**config.mk**
```make
export PLATFORM = sky130hd
export DESIGN_NAME = rls_mac
export DESIGN_NICKNAME = d
export VERILOG_FILES = /design/src/rls_pkg.sv /design/src/rls_mac.sv
export SDC_FILE = /design/constraint.sdc
export NUM_CORES = 2
export LEC_CHECK = 0
export BUFFER_PORTS_ARGS = -buffer_cell sky130_fd_sc_hd__buf_2
export CAP_MARGIN = 5
export CORE_ASPECT_RATIO = 1.1
export CORE_UTILIZATION = 35
export CTS_CLUSTER_SIZE = 40
export DETAILED_ROUTE_END_ITERATION = 16
export HOLD_SLACK_MARGIN = 0.12
export PLACE_DENSITY = 0.59
export SLEW_MARGIN = 20
export SYNTH_ARGS = -nofsm -noshare
export SYNTH_HDL_FRONTEND = slang
export SYNTH_SLANG_ARGS = --single-unit
```
**constraint.sdc**
```tcl
create_clock -name clk -period 27.3 [get_ports clk]
set_input_delay 1.365 -clock clk [delete_from_list [all_inputs] [get_ports clk]]
set_output_delay 1.365 -clock clk [all_outputs]
set_load 0.05 [all_outputs]
```
**src/rls_pkg.sv**
```systemverilog
package rls_pkg;

  localparam int SIGNAL_FRAC_BITS = 16;
  localparam int COV_FRAC_BITS = 30;

  localparam int CFG_IDX_W = 2;
  localparam logic [CFG_IDX_W-1:0] REG_INIT_A = 2'd0;
  localparam logic [CFG_IDX_W-1:0] REG_INIT_B = 2'd1;
  localparam logic [CFG_IDX_W-1:0] REG_INIT_COV = 2'd2;
  localparam logic [CFG_IDX_W-1:0] REG_SCALE = 2'd3;

  localparam logic signed [31:0] INIT_A_RESET = 32'sd3277;
  localparam logic signed [31:0] INIT_B_RESET = 32'sd655;
  localparam logic [30:0] INIT_COV_RESET = 31'd1717987;
  localparam logic [30:0] SCALE_RESET = 31'd1072668082;

  // operation of the shared multiply-accumulate unit
  typedef enum logic [1:0] {
    MAC_LOAD = 2'd0,  // acc = product >>> shift
    MAC_ADD  = 2'd1,  // acc += product >>> shift
    MAC_SUBC = 2'd2,  // acc = c - (product >>> shift)
    MAC_ADDC = 2'd3   // acc = c + (product >>> shift)
  } mac_op_t;

  typedef struct packed {
    logic              en;
    mac_op_t           op;
    logic              sh_cov;  // shift by COV_FRAC_BITS, else SIGNAL_FRAC_BITS
    logic signed [31:0] a;
    logic signed [31:0] b;
    logic signed [32:0] c;
  } mac_cmd_t;

  function automatic logic signed [31:0] sat32(input logic signed [65:0] x);
    logic signed [65:0] hi;
    logic signed [65:0] lo;
    hi = 66'sd2147483647;
    lo = -66'sd2147483648;
    if (x > hi) return 32'sh7fffffff;
    if (x < lo) return 32'sh80000000;
    return x[31:0];
  endfunction

endpackage

```
**src/rls_mac.sv**
```systemverilog
module rls_mac #(
  parameter int SFB = rls_pkg::SIGNAL_FRAC_BITS,
  parameter int CFB = rls_pkg::COV_FRAC_BITS
) (
  input  logic                clk,
  input  rls_pkg::mac_cmd_t   cmd,
  output logic signed [65:0]  acc
);

  logic signed [63:0] prod;
  logic signed [63:0] shv;

  always_comb begin
    prod = 64'(cmd.a) * 64'(cmd.b);
    shv = cmd.sh_cov ? (prod >>> CFB) : (prod >>> SFB);
  end

  always_ff @(posedge clk) begin
    if (cmd.en) begin
      case (cmd.op)
        rls_pkg::MAC_LOAD: acc <= 66'(shv);
        rls_pkg::MAC_ADD:  acc <= acc + 66'(shv);
        rls_pkg::MAC_SUBC: acc <= 66'(cmd.c) - 66'(shv);
        rls_pkg::MAC_ADDC: acc <= 66'(cmd.c) + 66'(shv);
        default:           acc <= acc;
      endcase
    end
  end

endmodule

```
==> run metrics <==
Tcrit/Tclk final between 50 and 60%; total congestion overflow 0; routability congestion estimate between 0.9 and 1; Core ar. approximately 0.14 mm2; Largest Register acc; fmax about 0.07 GHz; sequential area share after synthesis 4.06%; Mapped Area 0.0488 mm2; Synth-to-Final Area Change 5.12%; RSZ-0062 raised after global routing no; CTS resizes 0; Detail Route Antenna Nets 0; adder-cell share of the synthesized area 53.2%; worst clock skew just over 0.01 ns; vias in the first global route slightly above 40000; Slew @ Worst Pin between 1 and 1.5 ns; # DRC 0; hold_buf cts 0; Ports between 150 and 200; dpl hpwl ~130 mm; Worst Path Arrival approximately 14 ns; largest family of logic cells by synthesized area adder cells; max FFs per register 66; Port Buf Inserts around 170; Mean Syn Cell Area 8.73 um2; Net Count, Synth between 7000 and 8000; # fillers 14258; placed cells about 7300; Slowest cell on crit path fa_1; EDFF count, synth 66; Regs by FF count acc: 66 flops; Chip Width 358 um; final setup fails 0; compound-gate portion of the synthesized area between 10 and 15%; clk_lat worst skew between 0.4 and 0.5 ns; 1st-iter DRT viols 2861; Post-CTS Setup Bufs 0; CP required 27.41 ns; Pre-Repair DR Iteration Count 5; Yosys Warn Count 0; post-synth cell types between 100 and 150; deepest clock path buffer count 2; vias between 30000 and 40000; min-delay worst type reg -> reg; post-synthesis cell count 5592; Slew Limit Headroom between 20% and 30%; CP peak stage delay around 0.82 ns; Post-Route Setup TNS 0 ns; CP endpoint kind register; crit path time final ~14 ns; post-synthesis simple-gate area fraction between 10% and 20%; Worst Setup Start Kind primary input; initial core utilization 35.3%; fraction of layout cells with a size suffix above 1 5.14%; Tot GR Track Use roughly 22%; Die Y just under 400 um; final hold viol count 0; CTS Buf Count 9; initial antenna violation count 6; crit path max fanout 32; Synth Register Bits 66; ys async rst share 0%; H-tree depth 3; Max Cap Violations 0; first-pass GRT wire length ~240 mm; xor-xnor portion of the synthesized cell area ~3.1%; CTS root buffer clkbuf_16; largest net degree at the start of global routing between 50 and 60; final WL between 150 and 200 mm; Crit Path Category in -> reg; CTS tree yes; drt via density 5.27; run status finished, final reports clean; FP Rows roughly 140; Fin Hold WS 0.907 ns; Final Max Slew Viols 0; proportion of synthesized area in mux cells less than 1%; # clock sinks 66; Non-Filler Instances between 7000 and 8000; Main synth FF type edfxtp_1; fin nets 7027; full die area 0.141 mm2; Clock transition at path regs 0.06 ns; wire per inst around 21 um
## path summary, 6_finish.rpt
check	startpoint	endpoint	slack, ns	depth (start not counted)
worst max-delay path	cmd[38]	acc[52]	13.30	38
worst min-delay path	acc[50]	acc[50]	0.91	3
worst min register to register	acc[50]	acc[50]	0.91	3
worst max register to register	acc[0]	acc[62]	22.56	14
## layout make-up
type	count	area [um2]	share of cell area, %
multi-input combinational	4117	41500	80.9
inverter	1098	4120	8.03
tap	1812	2270	4.42
sequential	66	1980	3.86
timing repair buffer	208	1150	2.23
clock buffer	9	225	0.439
clock inverter	7	67.6	0.132
antenna	3	7.51	0.0146
## layout by cell type, fill, tap and decap left out, types with 54 or more instances in the layout
master       n
a21oi_1    278
o21ai_0    139
fa_1      1084
inv_1     1091
nand2_1    672
and2_1     474
nor2_1     196
edfxtp_1    66
xnor2_1    121
buf_2      166
nand3_1     54
ha_1       341
a21o_1      82
## cells by family (layout without fill, tap and decap cells)
family | Yosys count | after routing
adder cells (fa/ha/maj) | 1425 | 1425
buffers and inverters | 1409 | 1322
AO/OA/AOI/OAI | 861 | 861
XOR/XNOR | 174 | 174
multiplexers | 31 | 31
AND/OR/NAND/NOR | 1626 | 1626
other | 0 | 3
flip-flops | 66 | 66
## layer usage
metal | routed length, um | vias to the layer above | part of all wire, % | GRT usage [%]
met4 | 3750 | 6 | 2.5 | 5.79
met1 | 65700 | 19935 | 43 | 30.2
met2 | 74300 | 1239 | 49 | 37.4
met3 | 8460 | 182 | 5.6 | 2.52
li1 | - | 17204 | - | -
met5 | 34 | - | 0.022 | 0
## stage by stage
step / util, % / worst slack, ns / area, um2
2_1_floorplan: - / 15.33 / 48800
3_3_place_gp: 36.9 / 13.28 / 51000
3_5_place_dp: 36.9 / 13.07 / 51000
4_1_cts: 37.1 / 13.43 / 51300
5_1_grt: 37.1 / 12.47 / 51300
6_report: 37.1 / 13.30 / 51300
## synth_stat cells (52+ instances only)
master / n / area, um2
ha_1: 341 / 4270
a21oi_1: 278 / 1390
nand2_1: 672 / 2520
fa_1: 1084 / 21700
clkbuf_1: 287 / 1080
xnor2_1: 121 / 1060
a21o_1: 82 / 616
xor2_1: 52 / 455
inv_1: 1091 / 4100
nor2_1: 197 / 739
and2_1: 474 / 2970
edfxtp_1: 66 / 1980
nand3_1: 54 / 270
o21ai_0: 139 / 696
## worst max-delay path, delay by kind of cell
family / cells / cell delay, ns
AOI/OAI and AO/OA: 11 / 3.03
and+or+nand+nor: 7 / 2.00
buffers and inverters: 9 / 1.76
adders and majority gates: 10 / 5.32
muxes: 1 / 0.62
Power is not shown: default switching activity piles up to over one toggle a cycle in this logic, so the estimate is an artifact.
