$ cat src/rls_pkg.sv
package rls_pkg;

  localparam int SIGNAL_FRAC_BITS = 16;
  localparam int COV_FRAC_BITS = 30;

  localparam int CFG_IDX_W = 2;
  localparam logic [CFG_IDX_W-1:0] REG_INIT_A = 2'd0;
  localparam logic [CFG_IDX_W-1:0] REG_INIT_B = 2'd1;
  localparam logic [CFG_IDX_W-1:0] REG_INIT_COV = 2'd2;
  localparam logic [CFG_IDX_W-1:0] REG_SCALE = 2'd3;

  localparam logic signed [31:0] INIT_A_RESET = 32'sd3277;
  localparam logic signed [31:0] INIT_B_RESET = 32'sd655;
  localparam logic [30:0] INIT_COV_RESET = 31'd1717987;
  localparam logic [30:0] SCALE_RESET = 31'd1072668082;

  // operation of the shared multiply-accumulate unit
  typedef enum logic [1:0] {
    MAC_LOAD = 2'd0,  // acc = product >>> shift
    MAC_ADD  = 2'd1,  // acc += product >>> shift
    MAC_SUBC = 2'd2,  // acc = c - (product >>> shift)
    MAC_ADDC = 2'd3   // acc = c + (product >>> shift)
  } mac_op_t;

  typedef struct packed {
    logic              en;
    mac_op_t           op;
    logic              sh_cov;  // shift by COV_FRAC_BITS, else SIGNAL_FRAC_BITS
    logic signed [31:0] a;
    logic signed [31:0] b;
    logic signed [32:0] c;
  } mac_cmd_t;

  function automatic logic signed [31:0] sat32(input logic signed [65:0] x);
    logic signed [65:0] hi;
    logic signed [65:0] lo;
    hi = 66'sd2147483647;
    lo = -66'sd2147483648;
    if (x > hi) return 32'sh7fffffff;
    if (x < lo) return 32'sh80000000;
    return x[31:0];
  endfunction

endpackage

$ cat src/rls_div.sv
module rls_div #(
  parameter int CFB = rls_pkg::COV_FRAC_BITS
) (
  input  logic               clk,
  input  logic               rst,
  input  logic               start,
  input  logic signed [31:0] num,
  input  logic [63:0]        den,
  output logic               busy,
  output logic signed [31:0] quo
);

  // restoring division of |num| << CFB by den, one bit a cycle
  localparam int NW = 32 + CFB;
  localparam int CW = $clog2(NW + 1);

  logic [NW-1:0] dvd;
  logic [64:0]   rem;
  logic [NW-1:0] q;
  logic [CW-1:0] cnt;
  logic          neg;
  logic [64:0]   trial;
  logic signed [NW:0] sq;
  logic [31:0]   mag;

  always_comb begin
    mag = num[31] ? (~num + 32'd1) : num;
    trial = {rem[63:0], dvd[NW-1]} - {1'b0, den};
    sq = neg ? -$signed({1'b0, q}) : $signed({1'b0, q});
    quo = rls_pkg::sat32(66'(sq));
  end

  always_ff @(posedge clk) begin
    if (rst) begin
      busy <= 1'b0;
    end else if (start) begin
      busy <= 1'b1;
      cnt <= CW'(NW);
      neg <= num[31];
      dvd <= {mag, {CFB{1'b0}}};
      rem <= '0;
      q <= '0;
    end else if (busy) begin
      dvd <= dvd << 1;
      if (!trial[64]) begin
        rem <= trial;
        q <= {q[NW-2:0], 1'b1};
      end else begin
        rem <= {rem[63:0], dvd[NW-1]};
        q <= {q[NW-2:0], 1'b0};
      end
      cnt <= cnt - 1'b1;
      if (cnt == CW'(1)) busy <= 1'b0;
    end
  end

endmodule

$ cat config.mk
export PLATFORM = sky130hd
export DESIGN_NAME = rls_div
export DESIGN_NICKNAME = d
export VERILOG_FILES = /design/src/rls_pkg.sv /design/src/rls_div.sv
export SDC_FILE = /design/constraint.sdc
export NUM_CORES = 1
export LEC_CHECK = 0
export ABC_AREA = 1
export BUFFER_PORTS_ARGS = -buffer_cell sky130_fd_sc_hd__buf_2
export CORE_MARGIN = 2
export CORE_UTILIZATION = 45
export CTS_CLUSTER_DIAMETER = 50
export CTS_CLUSTER_SIZE = 16
export DETAILED_ROUTE_END_ITERATION = 10
export GPL_TIMING_DRIVEN = 0
export PLACE_DENSITY = 0.65
export SLEW_MARGIN = 15
export SYNTH_ARGS = -nofsm -noshare
export SYNTH_HDL_FRONTEND = slang
export SYNTH_SLANG_ARGS = --single-unit
$ cat constraint.sdc
create_clock -name clk -period 11.2 [get_ports clk]
set_input_delay 0.56 -clock clk [delete_from_list [all_inputs] [get_ports clk]]
set_output_delay 0.56 -clock clk [all_outputs]
set_load 0.1 [all_outputs]
==> metrics.txt, run 1 <==
status=completed; Worst path depth=18; largest net degree at the start of global routing=30; Post-Route Setup TNS=0 ps; full die area=0.0358 mm²; Hold Fails Final Rpt=0; Pwr Total=0.00219 W; Yosys top cell by area=edfxtp_1; total number of vias=15.5k; post-CTS setup buffer count=0; Clock transition at path regs=80 ps; first-pass GRT wire length=79.1 mm; sequential area share after synthesis=32.2%; DIE HEIGHT=189 µm; clock share of power=28.9%; internal power=0.00131 W; H-tree depth=4; Fmax achieved=234 MHz; kind of critical path=flop to primary output; Die X=189 µm; endpoint class of the critical path=primary output; Combinational Power Share=35.4%; Worst Path Required=10,640 ps; Max Clock Skew=10.9 ps; mapped cell area=0.0154 mm²; global route total overflow=0; proportion of layout cells with a drive suffix above 1=9.96%; Critical Path AT=3710 ps; RSZ-0062 raised after global routing=false; CTS Root Cell=clkbuf_16; Placed Area=0.0168 mm²; hold buffer count at CTS=0; syn nets=2,519; Final Wtd Congestion=1.01; Tcrit/Tclk final=38.1%; Cells on Worst Hold Path=1; IO buf count=131; # diodes=0; final WL=50.1 mm; post-synth top area share=32.1%; R2R cell count=16; row cnt=67; TritonCTS Buffers=17; Final setup viols=0; critical-path maximum fanout=10; Crit path largest cell delay=440 ps; Synth Register Bits=166; Top delay family on crit path=simple AND/OR/NAND/NOR gates; CP most frequent cell=nand2_1; CP max stage cell=edfxtp_1; Peak VDD IR=119 µV; CTS Buffer Depth=2; worst path cell trace=inv_1, ha_1, nand3_2, nor2_2, nand4_2, nand2_1, nand3_1, nand2_1, nand2_1, nor2_1, nand2_1, nor2_1, nand2_1, nand2_2, buf_6, nand2_1, nand2_1, buf_2; Yosys warnings=0; post-cts sizing count=0; Min Clock Period, post-route=4270 ps; drt drc=0; Routed WL per cell=16.9 µm; Design Area, Final=0.0174 mm²; worst min-delay path category=input port to flop; clock sinks=166; Slew Limit Fails=0; Clk Latency, worst-skew pair=460 ps; synthesis-to-finish area growth=12.8%; Vias/cell=5.22; syn avg cell area=6.57 µm²; core box area=0.0336 mm²; worst slew pin tran=1030 ps; Layout Nets=2,675; Cells after Synth=2,351; CTS tree=done; max cap viols=0; Buf/Inv on CP=3; Detailed Place HPWL=41.6 mm; startpoint types=flop; Initial DRC Count=1,381; Initial DRT Pass Iterations=7; Synth area leaders=edfxtp_1 (32%), nand2_1 (15%), nor2_1 (13%); vias in the first global route=14.6k; Starting Density=45.9%; Leak=7.98 nW; post-route ant nets=0; Slew headroom=30.3%; Power Dens Cells=126 mW/mm²; Yosys cell types=50; Sw Ratio=40.2%; gr usage total=28.4%; sequential power share=35.7%; Sw Pwr=0.000880 W; IO Count=132; initial antenna violation count=0
cell families (layout without fill, tap and decap cells):
kind of cell	after synthesis	after routing	synth area share, %
flops	166	166	32.2
simple gates	1331	1331	35.6
xor+xnor	101	101	5.73
fa+ha+maj	69	69	5.64
compound gates	323	323	11.5
buf+inv	361	530	9.30
synth_stat cells (all sizes together):
| cell type | number |
|---|---|
| inv | 308 |
| and2 | 3 |
| nand3 | 94 |
| or2 | 3 |
| nand4 | 26 |
| nor3b | 1 |
| ha | 68 |
| and3 | 1 |
| o2111ai | 2 |
| nand3b | 9 |
| a311oi | 1 |
| o21bai | 17 |
| edfxtp | 165 |
| xor2 | 92 |
| a21o | 8 |
| buf | 25 |
| fa | 1 |
| nor3 | 26 |
| nor2 | 539 |
| a21oi | 99 |
| nand2 | 623 |
| o31ai | 1 |
| clkbuf | 27 |
| clkinv | 1 |
| o21ai | 169 |
| xnor2 | 9 |
| o21a | 2 |
| dfxtp | 1 |
| o211ai | 2 |
| a31oi | 16 |
| nor4 | 6 |
| a21boi | 6 |
placed cells by master, fill, tap and decap left out, types with 9 or more instances in the layout:
master / n
nand2_1: 607
clkbuf_16: 17
nor2_1: 514
nor3_1: 24
inv_1: 304
clkbuf_1: 26
xor2_1: 92
edfxtp_1: 165
nor2_2: 16
nand3b_1: 9
xnor2_1: 9
nand2_2: 12
a21oi_1: 99
buf_6: 9
o21bai_1: 16
nand4_1: 24
nand3_1: 91
ha_1: 68
o21ai_0: 153
buf_2: 141
o21ai_1: 13
a31oi_1: 16
flip-flops by register name (all words and copies together) (netlist names):
signal  flops
neg         1
dvd        32
cnt         6
rem        64
q          62
busy        1
final cells by class:
type,count,area (µm²)
clock buffers,18,439
repair buffers,137,791
multi-input cells,1824,9030
well taps,448,561
clock inverters,14,175
inverters,309,1160
fillers,3540,16200
plain buffers,52,277
flip-flops and latches,166,4970
power groups by stage:
stage	clock, W	sequential (W)	combinational, W
2_1_floorplan	0	0.000796	0.000543
3_3_place_gp	0	0.000808	0.000747
3_5_place_dp	0	0.000795	0.000761
4_1_cts	0.000641	0.000782	0.000764
5_1_grt	0.000666	0.000789	0.000859
6_report	0.000632	0.000782	0.000774
per-layer routing:
layer	wire length [µm]	GRT usage, %	vias up
met5	0	0	-
met1	25200	43.3	7104
met2	20200	41.0	507
met3	4150	5.97	34
met4	646	6.20	0
li1	-	-	7858
worst paths after layout:
kind	end	slack, ps	startpoint
hold / removal	neg	330	num[31]
setup / recovery	quo[21]	6930	q[0]
setup reg to reg	rem[57]	7700	rem[1]
hold reg to reg	dvd[60]	520	dvd[59]
per-stage QoR:
stage          cells  worst slack [ps]  utilization (%)  hold WS [ps]
6_report        2968              6930             51.8           328
5_1_grt         2968              6680             51.8           309
4_1_cts         2968              6960             51.8           306
3_5_place_dp    2936              7460             50.0           505
3_3_place_gp    2930              -177             49.5           503
2_1_floorplan   2351              2610                -           495
Note: power is estimated with default switching activity, not from simulation.
==> inputs of run 2 (changes only) <==
==> constraint.sdc (replaced) <==
create_clock -name clk -period 4.2 [get_ports clk]
set_input_delay 0.21 -clock clk [delete_from_list [all_inputs] [get_ports clk]]
set_output_delay 0.21 -clock clk [all_outputs]
set_load 0.1 [all_outputs]
==> metrics.txt, run 2 (synthesized netlist as in run 1, its figures left out) <==
Design Area, Final=0.0174 mm²; Final setup viols=0; kind of critical path=flop to primary output; Clk Latency, worst-skew pair=460 ps; Power Dens Cells=332 mW/mm²; full die area=0.0358 mm²; Placed Cells=2,936; Clock transition at path regs=80 ps; CTS Buffer Depth=2; first-pass GRT wire length=79.9 mm; status=completed; post-route ant nets=0; IO Count=132; critical-path maximum fanout=10; Leak=7.97 nW; final WL=50.5 mm; Initial DRT Pass Iterations=7; post-CTS setup buffer count=0; vias in the first global route=14.6k; max cap viols=0; Worst Path Required=3990 ps; Min Clock Period, post-route=3890 ps; startpoint types=flop; Peak VDD IR=332 µV; core box area=0.0336 mm²; row cnt=67; drt drc=0; IO buf count=131; worst min-delay path category=input port to flop; Vias/cell=5.22; proportion of layout cells with a drive suffix above 1=9.99%; total number of vias=15.5k; CTS tree=done; DIE HEIGHT=189 µm; global route total overflow=0; clock sinks=166; worst slew pin tran=995 ps; RSZ-0062 raised after global routing=false; H-tree depth=4; Layout Nets=2,677; commonest non-fill, non-tap cell in the layout=nand2_1; endpoint class of the critical path=primary output; Final Wtd Congestion=0.992; # diodes=0; Largest regs=rem: 64 flops, q: 62 flops, dvd: 32 flops; Initial DRC Count=1,503; Critical Path AT=3680 ps; CTS Root Cell=clkbuf_16; synthesis-to-finish area growth=12.8%; Placed Area=0.0168 mm²; Pwr Total=0.00578 W; Biggest register=rem; most frequent cells in the layout=nand2_1 (607), nor2_1 (514), inv_1 (304); Starting Density=45.9%; Slew headroom=33.7%; Detailed Place HPWL=42.1 mm; initial antenna violation count=0; Non-Filler Instances=2,970; Slew Limit Fails=0; largest net degree at the start of global routing=30; Max Clock Skew=16.8 ps; fin util=51.8%; Routed WL per cell=17.0 µm; TritonCTS Buffers=17; hold_ws=67.1 ps; Fmax achieved=257 MHz; max reg flops=64; Die X=189 µm; Hold Fails Final Rpt=0; gr usage total=28.7%; Tcrit/Tclk final=92.7%
-- run 2: cell count changes in the layout (fill, tap and decap cells not counted) --
| cell | before | now |
|---|---|---|
| clkinvlp_4 | 1 | 3 |
| dlygate4sd3_1 | 0 | 2 |
| buf_12 | 4 | 3 |
| buf_16 | 2 | 3 |
| bufinv_16 | 1 | 0 |
| clkinv_4 | 1 | 0 |
| nor3_1 | 24 | 23 |
| nor3_2 | 2 | 3 |
-- run 2: area by class of cell --
| type | count | area, µm² |
|---|---|---|
| Buffer | 52 | 277 |
| Clock buffer | 18 | 439 |
| Clock inverter | 14 | 151 |
| Fill cell | 3513 | 16200 |
| Inverter | 309 | 1160 |
| Multi-Input combinational cell | 1824 | 9040 |
| Sequential cell | 166 | 4970 |
| Tap cell | 448 | 561 |
| Timing Repair Buffer | 139 | 818 |
-- run 2: path summary, 6_finish.rpt --
check | startpoint | to | slack (ps) | depth (start not counted)
worst max-delay path | q[34] | quo[1] | 310 | 19
worst min-delay path | num[0] | dvd[30] | 70 | 3
worst max register to register | dvd[61] | rem[46] | 830 | 13
worst min register to register | dvd[58] | dvd[59] | 520 | 2
-- run 2: metal layers --
layer  track usage (%)  routed length [µm]  up-vias
met2              41.7               20300      548
met4              5.49                 525        0
met1              44.3               25600     7065
met3              5.15                4110       42
met5                 0                   0        -
li1                  -                   -     7858
-- run 2: critical path, stage by stage (launching register included) --
cell and delay (ps):
edfxtp_1 460, nor2_1 210, nand2_1 140, nor2_1 320
nand2_1 90, nor2_1 170, nand2_1 190, nand2_1 130
nand3_1 80, nand2_1 170, nand2_1 80, nor2_1 100
nand2_1 60, nor2_1 80, nand2_1 70, nand2_2 170
buf_6 160, nand2_1 50, nand2_1 80, buf_2 420
-- run 2: stage by stage --
stage	setup WS [ps]	TNS [ps]
2_1_floorplan	184	0
3_3_place_gp	-186	-27510
3_5_place_dp	676	0
4_1_cts	158	0
5_1_grt	69.3	0
6_report	307	0
-- run 2: power breakdown --
part / internal (W) / leakage, nW / switching, W / total, W
Combinational: 0.000617 / 6.08 / 0.00145 / 0.00207
Clock: 0.000811 / 0.280 / 0.000813 / 0.00162
Sequential: 0.00200 / 1.61 / 0.0000843 / 0.00209
Total: 0.00343 / 7.97 / 0.00235 / 0.00578
-- run 2: what timing repair did --
action / 4_1_cts / 5_1_grt
endpoints found under the setup margin: 0 / 30
hold buffers: 2 / 0
gates resized for setup: 0 / 1
hold endpoints to repair: 2 / 0
